## src/css_pkg.sv

```systemverilog
// cursor sequence store package: request and status codes, plan codes,
// and the command and status structs between controller and datapath.
// no dependencies; imported by css_ctrl, css_datapath and the top level.
`timescale 1ns / 1ps

package css_pkg;

  // request codes carried in the input tuser
  localparam logic [2:0] REQ_START   = 3'd0;
  localparam logic [2:0] REQ_ADVANCE = 3'd1;
  localparam logic [2:0] REQ_INSERT  = 3'd2;
  localparam logic [2:0] REQ_ATTACH  = 3'd3;
  localparam logic [2:0] REQ_REMOVE  = 3'd4;
  localparam logic [2:0] REQ_READ    = 3'd5;

  // result status codes carried in the output tuser
  localparam logic [1:0] ST_OK     = 2'd0;
  localparam logic [1:0] ST_FULL   = 2'd1;
  localparam logic [1:0] ST_NOITEM = 2'd2;

  // fixed port field widths
  localparam int unsigned REQ_BITS   = 3;
  localparam int unsigned ENTRY_BITS = 32;
  localparam int unsigned COUNT_BITS = 6;
  localparam int unsigned IN_TDATA_BITS  = 32;
  localparam int unsigned OUT_TDATA_BITS = 40;

  // shift work decided when a beat is taken
  typedef enum logic [1:0] {
    PLAN_NONE = 2'd0,
    PLAN_UP   = 2'd1,
    PLAN_DN   = 2'd2
  } plan_t;

  // controller to datapath commands
  typedef struct packed {
    logic accept;    // input beat taken this cycle
    logic rd_shift;  // read the source entry of a shift step
    logic wr_shift;  // write the shifted entry and step the index
    logic wr_put;    // write the new value at the cursor
    logic rd_cur;    // read the entry under the cursor
    logic load_out;  // load the output register
  } dp_cmd_t;

  // datapath to controller status
  typedef struct packed {
    plan_t plan;       // shift work of the current request
    logic  loop_more;  // entries still to be moved
    logic  out_free;   // output register can take a result
  } dp_stat_t;

endpackage

```

## src/css_datapath.sv

```systemverilog
// cursor sequence store datapath: item memory, count, cursor, shift index,
// request decode and the output register.
// depends on css_pkg.
`timescale 1ns / 1ps

module css_datapath #(
  parameter int unsigned DEPTH      = 32,
  parameter int unsigned VALUE_BITS = 32
) (
  input  logic                                clk,
  input  logic                                rst_n,
  input  css_pkg::dp_cmd_t                    cmd,
  output css_pkg::dp_stat_t                   stat,
  input  logic [css_pkg::IN_TDATA_BITS-1:0]   in_tdata,   // entry_value[31:0]
  input  logic [css_pkg::REQ_BITS-1:0]        in_tuser,   // req_type[2:0]
  output logic                                out_tvalid,
  input  logic                                out_tready,
  // current_value[31:0], has_item[32], item_count[38:33], zero pad[39]
  output logic [css_pkg::OUT_TDATA_BITS-1:0]  out_tdata,
  output logic [1:0]                          out_tuser   // status[1:0]
);
  import css_pkg::*;

  localparam int unsigned AW = (DEPTH > 1) ? $clog2(DEPTH) : 1;
  localparam int unsigned CW = $clog2(DEPTH + 1);

  // item memory
  logic [VALUE_BITS-1:0] mem [DEPTH];
  logic [VALUE_BITS-1:0] rdata_r;

  // architectural and working registers
  logic [CW-1:0]         count_r, count_nxt;
  logic [CW-1:0]         cursor_r, cursor_nxt;
  logic [CW-1:0]         idx_r, idx_nxt;
  logic [CW-1:0]         bound_r, bound_nxt;
  logic [1:0]            status_r, status_nxt;
  plan_t                 plan_r, plan_nxt;
  logic [VALUE_BITS-1:0] value_r;

  // output register
  logic                  out_valid_r;
  logic [ENTRY_BITS-1:0] out_value_r;
  logic                  out_has_r;
  logic [COUNT_BITS-1:0] out_count_r;
  logic [1:0]            out_status_r;

  logic          cur_valid;
  logic          full;
  logic [CW-1:0] idx_m1;
  logic          wr_en;
  logic          rd_en;
  logic [AW-1:0] waddr;
  logic [AW-1:0] raddr;
  logic [VALUE_BITS-1:0] wdata;

  assign cur_valid = cursor_r < count_r;
  assign full      = count_r == CW'(DEPTH);
  assign idx_m1    = idx_r - CW'(1);

  // request decode at the accepted beat, shift index stepping otherwise
  always_comb begin
    count_nxt  = count_r;
    cursor_nxt = cursor_r;
    idx_nxt    = idx_r;
    bound_nxt  = bound_r;
    status_nxt = status_r;
    plan_nxt   = plan_r;
    if (cmd.accept) begin
      status_nxt = ST_OK;
      plan_nxt   = PLAN_NONE;
      case (in_tuser)
        REQ_START: begin
          cursor_nxt = '0;
        end
        REQ_ADVANCE: begin
          if (cur_valid) cursor_nxt = cursor_r + CW'(1);
          else status_nxt = ST_NOITEM;
        end
        REQ_INSERT: begin
          if (full) begin
            status_nxt = ST_FULL;
          end else begin
            cursor_nxt = cur_valid ? cursor_r : '0;
            count_nxt  = count_r + CW'(1);
            plan_nxt   = PLAN_UP;
            idx_nxt    = count_r;
            bound_nxt  = cur_valid ? cursor_r : '0;
          end
        end
        REQ_ATTACH: begin
          if (full) begin
            status_nxt = ST_FULL;
          end else begin
            cursor_nxt = cur_valid ? cursor_r + CW'(1) : count_r;
            count_nxt  = count_r + CW'(1);
            plan_nxt   = PLAN_UP;
            idx_nxt    = count_r;
            bound_nxt  = cur_valid ? cursor_r + CW'(1) : count_r;
          end
        end
        REQ_REMOVE: begin
          if (!cur_valid) begin
            status_nxt = ST_NOITEM;
          end else begin
            count_nxt = count_r - CW'(1);
            plan_nxt  = PLAN_DN;
            idx_nxt   = cursor_r + CW'(1);
            bound_nxt = count_r;
          end
        end
        REQ_READ: begin
          if (!cur_valid) status_nxt = ST_NOITEM;
        end
        default: begin
        end
      endcase
    end else if (cmd.wr_shift) begin
      idx_nxt = (plan_r == PLAN_UP) ? idx_m1 : idx_r + CW'(1);
    end
  end

  // control registers
  always_ff @(posedge clk) begin
    if (!rst_n) begin
      count_r  <= '0;
      cursor_r <= '0;
      idx_r    <= '0;
      bound_r  <= '0;
      status_r <= ST_OK;
      plan_r   <= PLAN_NONE;
    end else begin
      count_r  <= count_nxt;
      cursor_r <= cursor_nxt;
      idx_r    <= idx_nxt;
      bound_r  <= bound_nxt;
      status_r <= status_nxt;
      plan_r   <= plan_nxt;
    end
  end

  // captured entry value, masked to the stored width
  always_ff @(posedge clk) begin
    if (cmd.accept) value_r <= VALUE_BITS'(in_tdata[ENTRY_BITS-1:0]);
  end

  // memory address and data selection
  always_comb begin
    wr_en = cmd.wr_shift | cmd.wr_put;
    rd_en = cmd.rd_shift | cmd.rd_cur;
    wdata = cmd.wr_put ? value_r : rdata_r;
    if (cmd.wr_put) waddr = cursor_r[AW-1:0];
    else if (plan_r == PLAN_UP) waddr = idx_r[AW-1:0];
    else waddr = idx_m1[AW-1:0];
    if (cmd.rd_cur) raddr = cursor_r[AW-1:0];
    else if (plan_r == PLAN_UP) raddr = idx_m1[AW-1:0];
    else raddr = idx_r[AW-1:0];
  end

  // item memory, one write and one registered read per cycle
  always_ff @(posedge clk) begin
    if (wr_en) mem[waddr] <= wdata;
    if (rd_en) rdata_r <= mem[raddr];
  end

  // output register, freed when the receiver takes the beat
  always_ff @(posedge clk) begin
    if (!rst_n) begin
      out_valid_r <= 1'b0;
    end else if (cmd.load_out) begin
      out_valid_r <= 1'b1;
    end else if (out_tready) begin
      out_valid_r <= 1'b0;
    end
  end

  always_ff @(posedge clk) begin
    if (cmd.load_out) begin
      out_value_r  <= cur_valid ? ENTRY_BITS'(rdata_r) : '0;
      out_has_r    <= cur_valid;
      out_count_r  <= COUNT_BITS'(count_r);
      out_status_r <= status_r;
    end
  end

  assign out_tvalid = out_valid_r;
  assign out_tdata  = {1'b0, out_count_r, out_has_r, out_value_r};
  assign out_tuser  = out_status_r;

  assign stat.plan      = plan_r;
  assign stat.loop_more = idx_r != bound_r;
  assign stat.out_free  = !out_valid_r || out_tready;

`ifndef NO_ASSERTIONS
  a_cursor_in_range: assert property (@(posedge clk) disable iff (!rst_n)
    cursor_r <= count_r)
    else $error("cursor beyond item count");

  a_count_in_range: assert property (@(posedge clk) disable iff (!rst_n)
    count_r <= CW'(DEPTH))
    else $error("item count beyond depth");

  a_up_shift_above_bound: assert property (@(posedge clk) disable iff (!rst_n)
    (cmd.wr_shift && plan_r == PLAN_UP) |-> idx_r > bound_r)
    else $error("upward shift below insertion point");

  a_load_needs_slot: assert property (@(posedge clk) disable iff (!rst_n)
    cmd.load_out |-> (!out_valid_r || out_tready))
    else $error("output register overwritten");
`endif

endmodule

```

## src/css_ctrl.sv

```systemverilog
// cursor sequence store controller: one-hot sequencer that takes a beat,
// runs the shift loop over the item memory and hands the result over.
// depends on css_pkg.
`timescale 1ns / 1ps

module css_ctrl (
  input  logic               clk,
  input  logic               rst_n,
  input  logic               in_tvalid,
  output logic               in_tready,
  input  css_pkg::dp_stat_t  stat,
  output css_pkg::dp_cmd_t   cmd
);
  import css_pkg::*;

  typedef enum logic [7:0] {
    S_IDLE  = 8'b0000_0001,
    S_PLAN  = 8'b0000_0010,
    S_UP_RD = 8'b0000_0100,
    S_UP_WR = 8'b0000_1000,
    S_PUT   = 8'b0001_0000,
    S_DN_RD = 8'b0010_0000,
    S_DN_WR = 8'b0100_0000,
    S_RESP  = 8'b1000_0000
  } state_t;

  state_t state_r, state_nxt;
  logic   fetch_r, fetch_nxt;

  // next state and commands
  always_comb begin
    state_nxt = state_r;
    fetch_nxt = 1'b0;
    cmd       = '0;
    in_tready = 1'b0;
    case (state_r)
      S_IDLE: begin
        in_tready  = 1'b1;
        cmd.accept = in_tvalid;
        if (in_tvalid) state_nxt = S_PLAN;
      end
      S_PLAN: begin
        case (stat.plan)
          PLAN_UP: state_nxt = S_UP_RD;
          PLAN_DN: state_nxt = S_DN_RD;
          default: begin
            cmd.rd_cur = 1'b1;
            state_nxt  = S_RESP;
          end
        endcase
      end
      S_UP_RD: begin
        if (stat.loop_more) begin
          cmd.rd_shift = 1'b1;
          state_nxt    = S_UP_WR;
        end else begin
          state_nxt = S_PUT;
        end
      end
      S_UP_WR: begin
        cmd.wr_shift = 1'b1;
        state_nxt    = S_UP_RD;
      end
      S_PUT: begin
        cmd.wr_put = 1'b1;
        fetch_nxt  = 1'b1;
        state_nxt  = S_RESP;
      end
      S_DN_RD: begin
        if (stat.loop_more) begin
          cmd.rd_shift = 1'b1;
          state_nxt    = S_DN_WR;
        end else begin
          cmd.rd_cur = 1'b1;
          state_nxt  = S_RESP;
        end
      end
      S_DN_WR: begin
        cmd.wr_shift = 1'b1;
        state_nxt    = S_DN_RD;
      end
      S_RESP: begin
        // after a put the cursor entry is read here, before the result is loaded
        if (fetch_r) begin
          cmd.rd_cur = 1'b1;
        end else if (stat.out_free) begin
          cmd.load_out = 1'b1;
          state_nxt    = S_IDLE;
        end
      end
      default: state_nxt = S_IDLE;
    endcase
  end

  always_ff @(posedge clk) begin
    if (!rst_n) begin
      state_r <= S_IDLE;
      fetch_r <= 1'b0;
    end else begin
      state_r <= state_nxt;
      fetch_r <= fetch_nxt;
    end
  end

`ifndef NO_ASSERTIONS
  a_accept_to_plan: assert property (@(posedge clk) disable iff (!rst_n)
    (in_tvalid && in_tready) |=> state_r == S_PLAN)
    else $error("accepted beat not taken to planning");

  a_single_mem_write: assert property (@(posedge clk) disable iff (!rst_n)
    !(cmd.wr_shift && cmd.wr_put))
    else $error("two memory writes in one cycle");

  a_load_after_read: assert property (@(posedge clk) disable iff (!rst_n)
    cmd.load_out |-> !$past(cmd.wr_put))
    else $error("result loaded before cursor entry read");
`endif

endmodule

```

## src/cursor_sequence_store.sv

```systemverilog
// cursor sequence store, top level: ordered store of values with a cursor.
// Input channel (in_*): one request per beat; req_type in in_tuser[2:0]
// (start, advance, insert, attach, remove, read), entry_value in in_tdata.
// Output channel (out_*): exactly one result beat per request, in order,
// with current_value, has_item and item_count in out_tdata and the status
// code in out_tuser.
// Insert, attach and remove run a shift loop over the item memory that
// moves each item by one place, with one read and one write per moved item;
// one request is in work at a time.
// A new input beat is taken as soon as the previous request has loaded its
// result, even while that result still waits in the output register.
// Reset (rst_n low, synchronous) empties the store and puts the cursor at
// position zero; memory contents are not cleared. When the receiver stalls
// the result holds in the output register and the next request finishes
// its work, then waits until the register frees.
// depends on css_pkg, css_ctrl and css_datapath.
`timescale 1ns / 1ps

module cursor_sequence_store #(
  parameter int unsigned DEPTH      = 32,
  parameter int unsigned VALUE_BITS = 32
) (
  input  logic                                clk,
  input  logic                                rst_n,
  input  logic                                in_tvalid,
  output logic                                in_tready,
  input  logic [css_pkg::IN_TDATA_BITS-1:0]   in_tdata,   // entry_value[31:0]
  input  logic [css_pkg::REQ_BITS-1:0]        in_tuser,   // req_type[2:0]
  output logic                                out_tvalid,
  input  logic                                out_tready,
  // current_value[31:0], has_item[32], item_count[38:33], zero pad[39]
  output logic [css_pkg::OUT_TDATA_BITS-1:0]  out_tdata,
  output logic [1:0]                          out_tuser   // status[1:0]
);
  import css_pkg::*;

  dp_cmd_t  cmd;
  dp_stat_t stat;

  // sequencer
  css_ctrl u_ctrl (
    .clk       (clk),
    .rst_n     (rst_n),
    .in_tvalid (in_tvalid),
    .in_tready (in_tready),
    .stat      (stat),
    .cmd       (cmd)
  );

  // store, cursor and output register
  css_datapath #(
    .DEPTH      (DEPTH),
    .VALUE_BITS (VALUE_BITS)
  ) u_datapath (
    .clk        (clk),
    .rst_n      (rst_n),
    .cmd        (cmd),
    .stat       (stat),
    .in_tdata   (in_tdata),
    .in_tuser   (in_tuser),
    .out_tvalid (out_tvalid),
    .out_tready (out_tready),
    .out_tdata  (out_tdata),
    .out_tuser  (out_tuser)
  );

endmodule

```

## config.mk

```make
export PLATFORM = sky130hd
export DESIGN_NAME = cursor_sequence_store
export DESIGN_NICKNAME = d
export VERILOG_FILES = /design/src/css_pkg.sv /design/src/css_datapath.sv /design/src/css_ctrl.sv /design/src/cursor_sequence_store.sv
export SDC_FILE = /design/constraint.sdc
export NUM_CORES = 1
export LEC_CHECK = 0
export BUFFER_PORTS_ARGS = -buffer_cell sky130_fd_sc_hd__buf_2
export CAP_MARGIN = 10
export CORE_ASPECT_RATIO = 0.5
export CORE_MARGIN = 2
export CORE_UTILIZATION = 56
export CTS_CLUSTER_SIZE = 30
export DETAILED_ROUTE_END_ITERATION = 6
export PLACE_DENSITY = 0.75
export RECOVER_POWER = 100
export SLEW_MARGIN = 20
export SYNTH_ARGS = -nofsm -noshare
export SYNTH_HDL_FRONTEND = slang
export SYNTH_SLANG_ARGS = --single-unit
```

## constraint.sdc

```tcl
create_clock -name clk -period 3.98 [get_ports clk]
set_input_delay 0.796 -clock clk [delete_from_list [all_inputs] [get_ports clk]]
set_output_delay 0.796 -clock clk [all_outputs]
set_load 0.02 [all_outputs]
```

==> flow_summary.toml <==
[cells_and_area]
fillerInstances = 5731
final_design_area_no_fill_sq_um = 52700
layout-drive-gt1-share_pct = 11.0
nNetsFinal = 2996
syn_to_final_growth_pct = 11.8
utilization_pct = 63.1
fin_cells = 4132

[pwr]
ir_drop_mv = 0.326
clkPwrFrac_pct = 36.5
intPower_mw = 19.4
switching_power_mw = 5.87
seq_power_share_pct = 53.4
swShare_pct = 23.2
power_density_nw_per_um2 = 480
leakage_nw = 21.5
combPwrFrac_pct = 10.1
p_total_mw = 25.3

[die]
std_cell_rows = 75
die-area_sq_um = 86700
coreArea_sq_um = 83600
fp.dieH_um = 209
die_w_um = 414
initial_core_util_pct = 56.4
io_pins = 83

[detailed_routing]
drtPass1Iterations = 6
via_count = 26050
viasPerCell = 6.30
antenna_left = 0
wl_per_cell_um = 28.3
totalWireLength_um = 117000
drt_iter0_markers = 3614
route.detailed.drc = 0

[yosys]
async_reset_ff_share_pct = 0
synth-seq-cells = 1167
synth_warnings = 0
yosysMostFrequentCell = "edfxtp_1"
synth_seq_area_share_pct = 73.5
synthCells = 2748
syn_nets = 2803
synthTopCellsByArea = "edfxtp_1 (72%), mux2i_1 (16%), o22ai_1 (1.7%), dfxtp_1 (1.6%), nand2_1 (1.1%)"
syn_avg_cell_area_sq_um = 17.2
synth_edf_count = 1129
synth_ff_type = "edfxtp_1"
synth_top_area_share_pct = 71.9
synth.cell_area_sq_um = 47200
synth_area_leader_cell = "edfxtp_1"
synth.distinct_cells = 65
synthTopCellsByCount = "edfxtp_1 (1129), mux2i_1 (775), nand2_1 (138)"

[clocking]
cts_buffers = 97
insertion_delay_ps = 710
cts_sinks = 1167
cts_tree = "built"
root_buffer = "clkbuf_16"
cts_buffer_depth = 3
clk_pin_slew_ps = 70
h-tree-depth = 3

[setup_path]
crit_arrival_ps = 4220
critical_path.top_delay_family = "simple AND/OR/NAND/NOR gates"
cp_slowest_cell = "o21ai_0"
worstPathMaxFanout = 19
crit_buf_inv = 1
start_kind = "flip-flop"
rrSetupSlack_ps = 110
worstSetupPathType = "reg -> reg"
reg2reg_depth = 7
r2r_start = "u_ctrl.state_r[6]"
crit_required_ps = 4330
startpoint = "u_ctrl.state_r[6]"
end_kind = "flip-flop"
slowest_delay_ps = 830
worstPathCellList = "nor4_4 -> nand4b_1 -> o21ai_0 -> nor2b_1 -> nand2b_1 -> nor2_1 -> buf_6"
reg2reg_to = "u_datapath.mem[27][13]"

[sta]
period_minus_slack_ps = 3870
worst_pin_slew_ps = 1750
relSlewSlack_pct = -16.9
rsz0062_at_grt = "no"
slew_viol_final = 57
fin_worst_skew_ps = 30.3
min_period_over_period_pct = 97.3
setup_ws_ps = 109
max_freq_mhz = 258
hold_viol_final = 0
tns_ps = 0
fin_hold_ws_ps = 265
setup_viol = 0

[grt]
grt_start_max_net_pins = 45
grt_pass1_wl_um = 167000
track_usage_pct = 26.8
antenna_found_initial = 0
grt_pass1_vias = 25044
grt-ovfl-total = 0

[hold_path]
hold_depth = 1
whs_endpoint = "u_datapath.value_r[24]"
worstHoldStart = "in_tdata[24]"
min_path_type = "in -> reg"

[status]
violations = "max-capacitance violations, max-slew violations"
outcome = "finished with violations"

[place]
dp_worst_setup_slack_ps = 83.6
placed_area_sq_um = 50500
gp_congestion = 0.897
dpl.cell_count = 3956
io_buffers = 81
hpwlAfterDp_um = 64900

[run]
drv_cap = 2
==> kinds of logic after synthesis <==
logic type / after synthesis / share of synthesized area, %
buf+inv: 172 / 2.09
compound gates: 235 / 3.30
fa+ha+maj: 16 / 0.440
mux: 777 / 16.5
xor+xnor: 25 / 0.464
other cells: 1 / 0.00795
flops: 1167 / 73.5
simple gates: 355 / 3.69
==> repair_timing <==
item | 4_1_cts | 5_1_grt
gates resized for setup | 0 | 2
hold buffers | 0 | 0
setup endpoints to repair | 0 | 35
buffers inserted | 0 | 2
endpoints found under the hold margin | 0 | 0
==> worst max-delay path by stage <==
| stage | endpoint | slack (ps) | depth (start not counted) |
|---|---|---|---|
| detailed placement | u_datapath.rdata_r[0] | 80 | 11 |
| floorplan | u_datapath.mem[3][0] | 280 | 8 |
| CTS | u_datapath.rdata_r[0] | 120 | 11 |
| global route | u_datapath.rdata_r[20] | 7 | 8 |
| finish | u_datapath.mem[27][13] | 110 | 7 |
| global placement | u_datapath.rdata_r[0] | 190 | 11 |
==> area by class of cell <==
class                           instances  area [sq um]  area share, %
Multi-Input combinational cell       1409         11600           22.1
Clock inverter                         55           469          0.890
Sequential cell                      1167         34700           65.7
Antenna cell                            1          2.50        0.00475
Inverter                               19          71.3          0.135
Tap cell                             1116          1400           2.65
Clock buffer                          118          2540           4.81
Timing Repair Buffer                  247          1950           3.71
==> cell usage in the layout (no fill, tap or decap), types with 9 or more instances in the layout <==
cell type,netlist,routed
edfxtp_1,1129,1129
nor2_4,0,9
nor4_1,35,35
nand2_1,138,137
and2_1,33,14
o21ai_0,16,17
xnor2_1,17,17
buf_4,32,41
and2_0,0,19
nor2_1,69,56
dfxtp_1,38,38
ha_1,15,15
mux2i_1,775,774
nand2b_1,11,11
clkbuf_16,0,98
clkinv_2,0,19
clkbuf_4,0,16
o22ai_1,131,131
nand3_1,16,15
buf_12,0,43
inv_1,18,17
clkinv_1,0,24
a21oi_1,18,18
clkbuf_2,0,32
clkbuf_1,55,95
buf_2,39,35
==> sequential cells by signal (all words and copies together) (netlist names), 8 cells and up <==
register / count
u_datapath.mem: 1024
u_datapath.value_r: 32
u_datapath.out_value_r: 32
u_datapath.rdata_r: 32
u_ctrl.state_r: 8
==> power by group through the flow <==
| stage | registers (mW) | clock network (mW) | logic [mW] |
|---|---|---|---|
| 6_report | 13.5 | 9.24 | 2.56 |
| 3_5_place_dp | 13.8 | 0 | 2.56 |
| 5_1_grt | 13.5 | 9.76 | 2.70 |
| 3_3_place_gp | 13.8 | 0 | 2.51 |
| 2_1_floorplan | 13.7 | 0 | 1.69 |
| 4_1_cts | 13.5 | 9.32 | 2.58 |
==> per-layer routing <==
layer	wire [um]	GRT usage, %	share of wire [%]	vias up
met1	48000	38.9	41	13139
met3	12700	5.89	11	248
met2	52300	39.9	45	1490
li1	-	-	-	11173
met4	3970	10.1	3.4	0
met5	0	0	0	-
(Power assumes the default switching activity.)
